File: config.mk
export PLATFORM = sky130hd
export DESIGN_NAME = cc20_ctrl
export DESIGN_NICKNAME = d
export VERILOG_FILES = /design/src/hw/rtl/cc20_pkg.sv /design/src/hw/rtl/cc20_ctrl.sv
export SDC_FILE = /design/constraint.sdc
export NUM_CORES = 1
export LEC_CHECK = 0
export BUFFER_PORTS_ARGS = -buffer_cell sky130_fd_sc_hd__buf_2
export CAP_MARGIN = 20
export CELL_PAD_IN_SITES_DETAIL_PLACEMENT = 0
export CELL_PAD_IN_SITES_GLOBAL_PLACEMENT = 2
export CORE_UTILIZATION = 25
export CTS_BUF_LIST = sky130_fd_sc_hd__clkbuf_16
export DETAILED_ROUTE_END_ITERATION = 8
export GPL_TIMING_DRIVEN = 0
export PLACE_DENSITY = 0.59
export SYNTH_ARGS = -nofsm -noshare
export SYNTH_HDL_FRONTEND = slang
export SYNTH_SLANG_ARGS = --single-unit
File: constraint.sdc
create_clock -name clk_i -period 2.4 [get_ports clk_i]
set_clock_uncertainty 0.1 [all_clocks]
set_input_delay 0.72 -clock clk_i [delete_from_list [all_inputs] [get_ports clk_i]]
set_output_delay 0.72 -clock clk_i [all_outputs]
set_load 0.005 [all_outputs]
File: src/hw/rtl/cc20_pkg.sv
// Shared types, constants and helpers for the ChaCha20 byte-stream core.
package cc20_pkg;

  typedef logic [31:0] word_t;
  typedef word_t [15:0] block_t;

  // "expand 32-byte k"
  localparam word_t SIGMA_0 = 32'h6170_7865;
  localparam word_t SIGMA_1 = 32'h3320_646e;
  localparam word_t SIGMA_2 = 32'h7962_2d32;
  localparam word_t SIGMA_3 = 32'h6b20_6574;

  // Configuration register indexes (byte address = 8 * index)
  localparam logic [2:0] REG_KEY_0_1   = 3'd0;
  localparam logic [2:0] REG_KEY_2_3   = 3'd1;
  localparam logic [2:0] REG_KEY_4_5   = 3'd2;
  localparam logic [2:0] REG_KEY_6_7   = 3'd3;
  localparam logic [2:0] REG_NONCE_0_1 = 3'd4;
  localparam logic [2:0] REG_NONCE_2   = 3'd5;
  localparam logic [2:0] REG_CTR       = 3'd6;

  typedef struct packed {
    word_t [7:0] key;
    word_t [2:0] nonce;
  } cfg_t;

  // One quarter-round line per step; all four lanes run in parallel.
  typedef enum logic [1:0] {
    STEP_AB16 = 2'd0,
    STEP_CD12 = 2'd1,
    STEP_AB8  = 2'd2,
    STEP_CD7  = 2'd3
  } qr_step_e;

  typedef enum logic [1:0] {
    ST_IDLE  = 2'd0,
    ST_ROUND = 2'd1,
    ST_FINAL = 2'd2,
    ST_EMIT  = 2'd3
  } ctrl_state_e;

  typedef struct packed {
    logic     load_init;   // latch input word, load working block
    logic     round_en;    // apply one quarter-round line
    logic     diag;        // diagonal round when set
    qr_step_e step;
    logic     final_add;   // keystream = working + init, counter++
    logic     out_direct;  // output from input port and current keystream
    logic     out_gen;     // output from held word after generation
  } dp_cmd_t;

  typedef struct packed {
    logic pos_zero;
  } dp_status_t;

  function automatic word_t rotl(word_t x, int unsigned s);
    return (x << s) | (x >> (32 - s));
  endfunction

endpackage

File: src/hw/rtl/cc20_ctrl.sv
// Sequencer for the ChaCha20 core: handshakes, round counting, output valid.
module cc20_ctrl #(
  parameter int unsigned DOUBLE_ROUNDS = 10
) (
  input  logic                clk_i,
  input  logic                rst_ni,
  input  logic                s_valid_i,
  output logic                s_ready_o,
  output logic                m_valid_o,
  input  logic                m_ready_i,
  input  cc20_pkg::dp_status_t status_i,
  output cc20_pkg::dp_cmd_t    cmd_o
);
  import cc20_pkg::*;

  localparam int unsigned DrW = (DOUBLE_ROUNDS > 1) ? $clog2(DOUBLE_ROUNDS) : 1;
  localparam logic [DrW-1:0] DrLast = DrW'(DOUBLE_ROUNDS - 1);

  ctrl_state_e    state_q, state_d;
  qr_step_e       step_q, step_d;
  logic           half_q, half_d;
  logic [DrW-1:0] dr_q, dr_d;
  logic           valid_q, valid_d;
  logic           out_free, out_load;

  assign out_free  = !valid_q || m_ready_i;
  assign m_valid_o = valid_q;

  always_comb begin
    state_d   = state_q;
    step_d    = step_q;
    half_d    = half_q;
    dr_d      = dr_q;
    s_ready_o = 1'b0;
    out_load  = 1'b0;
    cmd_o     = '0;
    cmd_o.step = STEP_AB16;
    unique case (state_q)
      ST_IDLE: begin
        s_ready_o = out_free;
        if (s_valid_i && out_free) begin
          if (status_i.pos_zero) begin
            cmd_o.load_init = 1'b1;
            step_d  = STEP_AB16;
            half_d  = 1'b0;
            dr_d    = '0;
            state_d = ST_ROUND;
          end else begin
            cmd_o.out_direct = 1'b1;
            out_load = 1'b1;
          end
        end
      end
      ST_ROUND: begin
        cmd_o.round_en = 1'b1;
        cmd_o.diag     = half_q;
        cmd_o.step     = step_q;
        step_d = qr_step_e'(step_q + 2'd1);
        if (step_q == STEP_CD7) begin
          half_d = !half_q;
          if (half_q) begin
            if (dr_q == DrLast) begin
              dr_d    = '0;
              state_d = ST_FINAL;
            end else begin
              dr_d = dr_q + 1'b1;
            end
          end
        end
      end
      ST_FINAL: begin
        cmd_o.final_add = 1'b1;
        state_d = ST_EMIT;
      end
      ST_EMIT: begin
        if (out_free) begin
          cmd_o.out_gen = 1'b1;
          out_load = 1'b1;
          state_d  = ST_IDLE;
        end
      end
      default: state_d = ST_IDLE;
    endcase
    valid_d = out_load || (valid_q && !m_ready_i);
  end

  always_ff @(posedge clk_i or negedge rst_ni) begin
    if (!rst_ni) begin
      state_q <= ST_IDLE;
      step_q  <= STEP_AB16;
      half_q  <= 1'b0;
      dr_q    <= '0;
      valid_q <= 1'b0;
    end else begin
      state_q <= state_d;
      step_q  <= step_d;
      half_q  <= half_d;
      dr_q    <= dr_d;
      valid_q <= valid_d;
    end
  end

endmodule

* After elaboration in Yosys (flattened, before gate mapping) *
Cells that the tools add are included.

word-level totals
  bits of input ports = 5
  bits in registers = 10
  word-level logic and storage cells = 63
  output and inout port bits = 10

cells by class
  $add $sub $neg = 2
  eq/ne operators = 11
  muxes and demuxes = 32
  reductions and logical operators = 13

operators with widths
  cell                                                                   number
  4-bit two-way mux                                                      6
  2-bit two-way mux                                                      8
  1-bit two-way mux                                                      13
  2-bit != test, second input constant                                   6
  2-bit case mux with 4 select lines                                     1
  4-bit case mux with 2 select lines                                     1
  2-bit equality test, second input constant                             3
  6-bit AND reduction                                                    1
  5-bit AND reduction                                                    1
  4-bit by 1-bit adder with 4-bit output, second input constant          1
  4-bit equality test, second input constant                             1
  1-bit case mux with 2 select lines                                     2
  2-bit case mux with 2 select lines                                     1
  4-bit AND reduction                                                    1
  1-bit zero test                                                        3
  3-bit AND reduction                                                    1
  2-bit by 1-bit adder with 2-bit output, second input constant          1
  2-bit by 1-bit equality test with 1-bit output, second input constant  1
  1-bit logical AND                                                      2
  2-bit zero test                                                        1
  1-bit logical OR                                                       2
  2-bit nonzero test                                                     1

* Logic depth before layout (Yosys ltp) *
Gate-level depths: netlist of run 1.

  depth after elaboration = 6
  gate-level depth with buffers = 6

* Least setup slack after synthesis of run 1 *
No wires, ideal clock.

  path kind = reg-to-output
  from = register state_q[1]
  to = output port cmd_o[3] (netlist name)
  cell stages (with the launch flop) = 5
  arrival = 1.182 ns
  slack = 0.398 ns
  buffers on the path = 1
  cell sequence = dfrtp_1 inv_1 ha_1 clkbuf_1 and2_1

RTL lines
  what                    line             source
  from (decl)             cc20_ctrl.sv:19  ctrl_state_e state_q, state_d;
  from (signal assigned)  cc20_ctrl.sv:95  state_q <= state_d;
  to (decl)               cc20_ctrl.sv:12  output cc20_pkg::dp_cmd_t cmd_o

==> metrics.txt, run 1 <==
number of synthesis warnings=0; Final Util=35.0%; startpoint types=flip-flop; Worst-Skew Late Latency=230 ps; fillcell total=257; depth of the CTS H-tree=1; endpoints failing setup=0; total congestion overflow=0; Tmin final=roughly 2300 ps; sequential-to-total area share from yosys stat=a little over a third; row count=18; Die X=54.8 um; Leakage=0.413 nW; Synth Cell Area=~700 um2; initial antenna violation count=0; Slew headroom=between 80% and 90%; status=finished clean; Bufs on Longest Clock Path=2; Worst R2R Setup Slack=~520 ps; Clock Root Buffer=clkbuf_16; kind of critical path=reg -> out; Max Cap Violations=0; final net count=between 100 and 150; TritonRoute pass-1 iters=4; Tightest Pin Transition=299 ps; fin cells=between 100 and 150; worst reg2reg path endpoint=dr_q[3]; share of layout cells above drive strength 1=28.4%; Vias/cell=4.69; Hold Vio Cnt, Final=0; CP arrival=1440 ps; RSZ-0062 raised after global routing=no; Gate Count Post-Synth=72; Final TNS setup=0 ps; Peak VDD IR=0.000365 V; WL/cell=around 12 um; Synthesized Nets=between 80 and 90; Finished Cell Area=approximately 900 um2; DR vias=554; first-pass GRT wire length=between 2000 and 2500 um; hold bufs inserted after CTS=0; Reg clk slew, reported paths=40 ps; pin count of the biggest net entering global routing=11; CP Max Fanout=15; worst r2r path cells=5; count of input and output buffers=14; Critical Path Sink Type=output pin; final worst-path cycle share=between 90% and 100%; TritonCTS clock tree=yes; Area Growth Syn to Fin=27.8%; worst hold path class=in -> async; most common cell after layout, fill and taps aside=buf_2; routed wire length=1450 um; Num CTS Buffers=3; origin of the critical flop-to-flop path=state_q[1]; initial DRC count=10; WP data required=1580 ps; overall routing resource usage=around an eighth; setup bufs post-CTS=0; Post-route DRC=0; Unique masters post-synth=30; die area=3000 um2; total power=466 uW; most frequent cells in the layout=buf_2 (14), dfrtp_1 (10), inv_1 (6), ha_1 (6); Cell Pwr Density=523 nW/um2; CORE AREA=roughly 2500 um2; Post-DRT Antenna Nets=0; routability cong.=about 0.62; Yosys reg bits=10; average cell area after synthesis=9.68 um2; number of global-route vias before repair=about 510; Final HPWL DP=between 1000 and 1500 um; Max Clk Rate=~440 MHz; starting density of the core=27.4%; placed inst area=~800 um2; dpl cells=around 120; top-level port count=15; Max Transition Viols Final=0; CTS Sinks=10; DIE HEIGHT=54.8 um; Antenna Cells=0
## critical path: stages, from the launching register on
cell     delay, ps
dfrtp_1        400
inv_1          140
ha_2           390
and2_1         170
buf_2          100
## logic make-up after synthesis
group	after synthesis	synth area share [%]
buffers and inverters	7	3.77
AOI/OAI and AO/OA	20	22.1
adders and majority gates	8	14.4
and+or+nand+nor	25	20.8
muxes	2	3.05
DFF	10	35.9
## synth_stat cells (all sizes together)
library cell / n / area share [%]
nor3b: 2 / 2.2
nand3: 3 / 2.2
o211ai: 1 / 1.1
inv: 6 / 3.2
dfrtp: 10 / 36
ha: 8 / 14
mux2i: 1 / 1.4
nor2b: 3 / 3.1
a22oi: 1 / 1.1
nor2: 2 / 1.1
mux2: 1 / 1.6
a21o: 2 / 2.2
nand2b: 4 / 3.6
o21ai: 7 / 5.6
a22o: 1 / 1.3
o32ai: 1 / 2.3
o21a: 1 / 1.3
o31ai: 3 / 3.2
nand2: 4 / 2.2
and2: 4 / 3.6
clkbuf: 1 / 0.54
and3: 1 / 0.90
nor4: 1 / 0.90
a31oi: 2 / 2.7
a32o: 1 / 1.4
or2: 1 / 1.3
## registers in the layout, summed over array words and instances, names as in the netlist
name       flops
dr_q           4
half_q         1
m_valid_o      1
state_q        2
step_q         2
## report_power, final
group          total (mW)  internal [mW]  switching (mW)  leakage [nW]
clock               0.288          0.216          0.0721        0.0370
combinational     0.00892        0.00292         0.00600         0.256
sequential          0.169          0.169               0         0.120
total               0.466          0.388          0.0780         0.413
## worst max-delay path by stage
stage,start,endpoint,slack [ps],cells after the start
after detailed placement,state_q[1],cmd_o[3],80,5
after global routing,state_q[1],cmd_o[5],7,4
final,state_q[1],cmd_o[3],140,4
after global placement,state_q[1],cmd_o[4],90,5
after floorplan,state_q[1],cmd_o[3],400,4
after CTS,state_q[1],cmd_o[3],50,5
## repair_timing
action / in CTS / in global routing
setup endpoints to repair: 3 / 5
pin swaps: 0 / 0
gates resized for setup: 2 / 2
endpoints found under the hold margin: 0 / 0
## per-layer routing
layer | share of wire (%) | GRT usage, %
met1 | 51 | 15.7
met4 | 0 | 1.28
met5 | 0 | 0
met3 | 3.5 | 5.83
met2 | 45 | 18.7
## cell type report
type	count	area (um2)	share of cell area (%)
Sequential cell	10	250	28.1
Timing Repair Buffer	14	70.1	7.87
Tap cell	30	37.5	4.21
Multi-Input combinational cell	55	435	48.9
Clock buffer	3	75.1	8.43
Inverter	6	22.5	2.53
## metrics by stage
step           setup slack, ps  hold slack, ps
2_1_floorplan              398             324
3_3_place_gp              92.4             412
3_5_place_dp              83.6             414
4_1_cts                   51.0             258
5_1_grt                   6.83             257
6_report                   143             245
No activity file was read; power rests on OpenSTA's default activity.
==> run 2, diff against run 1 <==
--- a/config.mk
+++ b/config.mk
@@ -9,11 +9,12 @@
 export CAP_MARGIN = 20
 export CELL_PAD_IN_SITES_DETAIL_PLACEMENT = 0
 export CELL_PAD_IN_SITES_GLOBAL_PLACEMENT = 2
-export CORE_UTILIZATION = 25
+export CORE_MARGIN = 3
+export CORE_UTILIZATION = 31
 export CTS_BUF_LIST = sky130_fd_sc_hd__clkbuf_16
 export DETAILED_ROUTE_END_ITERATION = 8
 export GPL_TIMING_DRIVEN = 0
-export PLACE_DENSITY = 0.59
+export PLACE_DENSITY_LB_ADDON = 0.1
 export SYNTH_ARGS = -nofsm -noshare
 export SYNTH_HDL_FRONTEND = slang
 export SYNTH_SLANG_ARGS = --single-unit
==> run 2 against run 1 <==
Against the previous run:
- flip-flop and latch count unchanged
- core utilization is 8.1 points higher
- worst hold slack worse by 6.2 ps
- critical endpoint is now cmd_o[1]
- register-to-register slack about the same
- maximum frequency up 0.53%
==> metrics.txt, run 2 (synthesis results as in run 1) <==
dpl cells=113 (was 116); final net count=103 (unchanged); TritonCTS clock tree=yes (unchanged); total congestion overflow=0 (unchanged); final worst-path cycle share=93.6% (was 94.1%); most frequent cells in the layout=buf_2 (14), dfrtp_1 (10), inv_1 (6), ha_1 (6) (unchanged); routed wire length=1360 um (was 1450 um); Final HPWL DP=1070 um (was 1140 um); Final TNS setup=0 ps (unchanged); initial DRC count=5 (was 10); row count=16 (was 18); die area=2850 um2 (was 3000 um2); first-pass GRT wire length=2350 um (was 2470 um); DIE HEIGHT=53.4 um (was 54.8 um); fillcell total=213 (was 257); Hold Vio Cnt, Final=0 (unchanged); Num CTS Buffers=3 (unchanged); most common cell after layout, fill and taps aside=buf_2 (unchanged); starting density of the core=34.1% (was 27.4%); total power=471 uW (was 466 uW); Max Clk Rate=445 MHz (was 443 MHz); endpoints failing setup=0 (unchanged); Finished Cell Area=881 um2 (was 891 um2); CP arrival=1430 ps (was 1440 ps); biggest regs=dr_q: 4 flops, state_q: 2 flops, step_q: 2 flops (unchanged); TritonRoute pass-1 iters=3 (was 4); number of global-route vias before repair=522 (was 511); setup bufs post-CTS=0 (unchanged); hold bufs inserted after CTS=0 (unchanged); worst hold path class=in -> async (unchanged); setup ws final=155 ps (was 143 ps); CTS Sinks=10 (unchanged); placed inst area=801 um2 (was 805 um2); Tightest Pin Transition=295 ps (was 299 ps); Post-DRT Antenna Nets=0 (unchanged); CP Max Fanout=8 (was 15); kind of critical path=reg -> out (unchanged); startpoint types=flip-flop (unchanged); count of input and output buffers=14 (unchanged); status=finished clean (unchanged); top-level port count=15 (unchanged); critical path startpoint=state_q[0] (was state_q[1]); origin of the critical flop-to-flop path=state_q[1] (unchanged); share of layout cells above drive strength 1=28.1% (was 28.4%); Antenna Cells=0 (unchanged); overall routing resource usage=11.6% (was 12.1%); Max Cap Violations=0 (unchanged); Vias/cell=4.91 (was 4.69); depth of the CTS H-tree=1 (unchanged); WP data required=1580 ps (about the same); fin cells=116 (was 118); max FFs per register=4 (unchanged); pin count of the biggest net entering global routing=11 (unchanged); Cell Pwr Density=534 nW/um2 (was 523 nW/um2); WP buf/inv=3 (was 2); Slew headroom=80.2% (was 80.0%); Clock Root Buffer=clkbuf_16 (unchanged); Critical Path Max Stage Delay=390 ps (was 400 ps); Post-route DRC=0 (unchanged); CORE AREA=2040 um2 (was 2540 um2); RSZ-0062 raised after global routing=no (unchanged); CP most frequent cell=inv_1; Setup WS pre-CTS=135 ps (was 83.6 ps); Max Transition Viols Final=0 (unchanged); Peak VDD IR=0.000503 V (was 0.000365 V); worst hold slack=238 ps (was 245 ps); Die X=53.4 um (was 54.8 um); Leakage=0.413 nW (about the same); Most flops, register=dr_q (unchanged); routability cong.=0.716 (was 0.619); Bufs on Longest Clock Path=2 (unchanged); Worst-Skew Late Latency=240 ps (was 230 ps); WL/cell=11.7 um (was 12.3 um); initial antenna violation count=0 (unchanged); Tmin final=2250 ps (was 2260 ps); cell class contributing the biggest share of worst-path delay=flip-flops (unchanged); Crit-path slowest cell=dfrtp_1 (unchanged); crit-path cells=inv_1 > ha_2 > nand2_1 > inv_1 > and3_1 > buf_2 (was inv_1 > ha_2 > and2_1 > buf_2); Area Growth Syn to Fin=26.4% (was 27.8%); Reg clk slew, reported paths=40 ps (about the same); DR vias=569 (was 554); Final Util=43.1% (was 35.0%); Critical Path Sink Type=output pin (unchanged)
run 2: cell count changes in the layout (fill, tap and decap cells not counted):
cell	change
clkinv_1	+1
ha_2	+1
ha_4	-1
run 2: where the power goes:
part           internal [mW]  total (mW)  switching, mW  leakage, nW
logic                0.00292     0.00865        0.00573        0.254
registers              0.169       0.169              0        0.120
clock network          0.218       0.293         0.0746       0.0385
run 2: repair_timing:
item,4_1_cts,5_1_grt
hold endpoints to repair,0,0
endpoints found under the setup margin,3,4
resized for setup,2,1
run 2: cell type report:
| cell class | count | area, um2 | area share [%] |
|---|---|---|---|
| Multi-Input combinational cell | 55 | 425 | 48.3 |
| Inverter | 6 | 22.5 | 2.56 |
| Timing Repair Buffer | 14 | 70.1 | 7.95 |
| Tap cell | 27 | 33.8 | 3.84 |
| Clock inverter | 1 | 3.75 | 0.426 |
| Sequential cell | 10 | 250 | 28.4 |
| Clock buffer | 3 | 75.1 | 8.52 |
run 2: path summary, 6_finish.rpt:
| kind | to | depth (start not counted) | slack, ps |
|---|---|---|---|
| setup / recovery | cmd_o[1] | 6 | 150 |
| hold / removal | dr_q[2] | 1 | 240 |
| setup reg to reg | dr_q[3] | 5 | 530 |
| hold reg to reg | step_q[1] | 1 | 410 |
| max in group asynchronous | step_q[0] | 1 | 1770 |
| min in group clk_i | step_q[1] | 1 | 410 |
run 2: worst register-to-register path: stages (launching register included):
cell	delay [ps]
dfrtp_1	410
inv_1	120
ha_2	370
a31oi_2	210
or2_4	300
o32ai_2	270
run 2: layer usage:
metal	vias to the layer above	share of wire (%)	track usage [%]
met5	-	0	0
met4	0	1.3	5.11
met3	2	5.7	4.51
met2	11	41	15.5
met1	264	52	16.2
li1	292	-	-
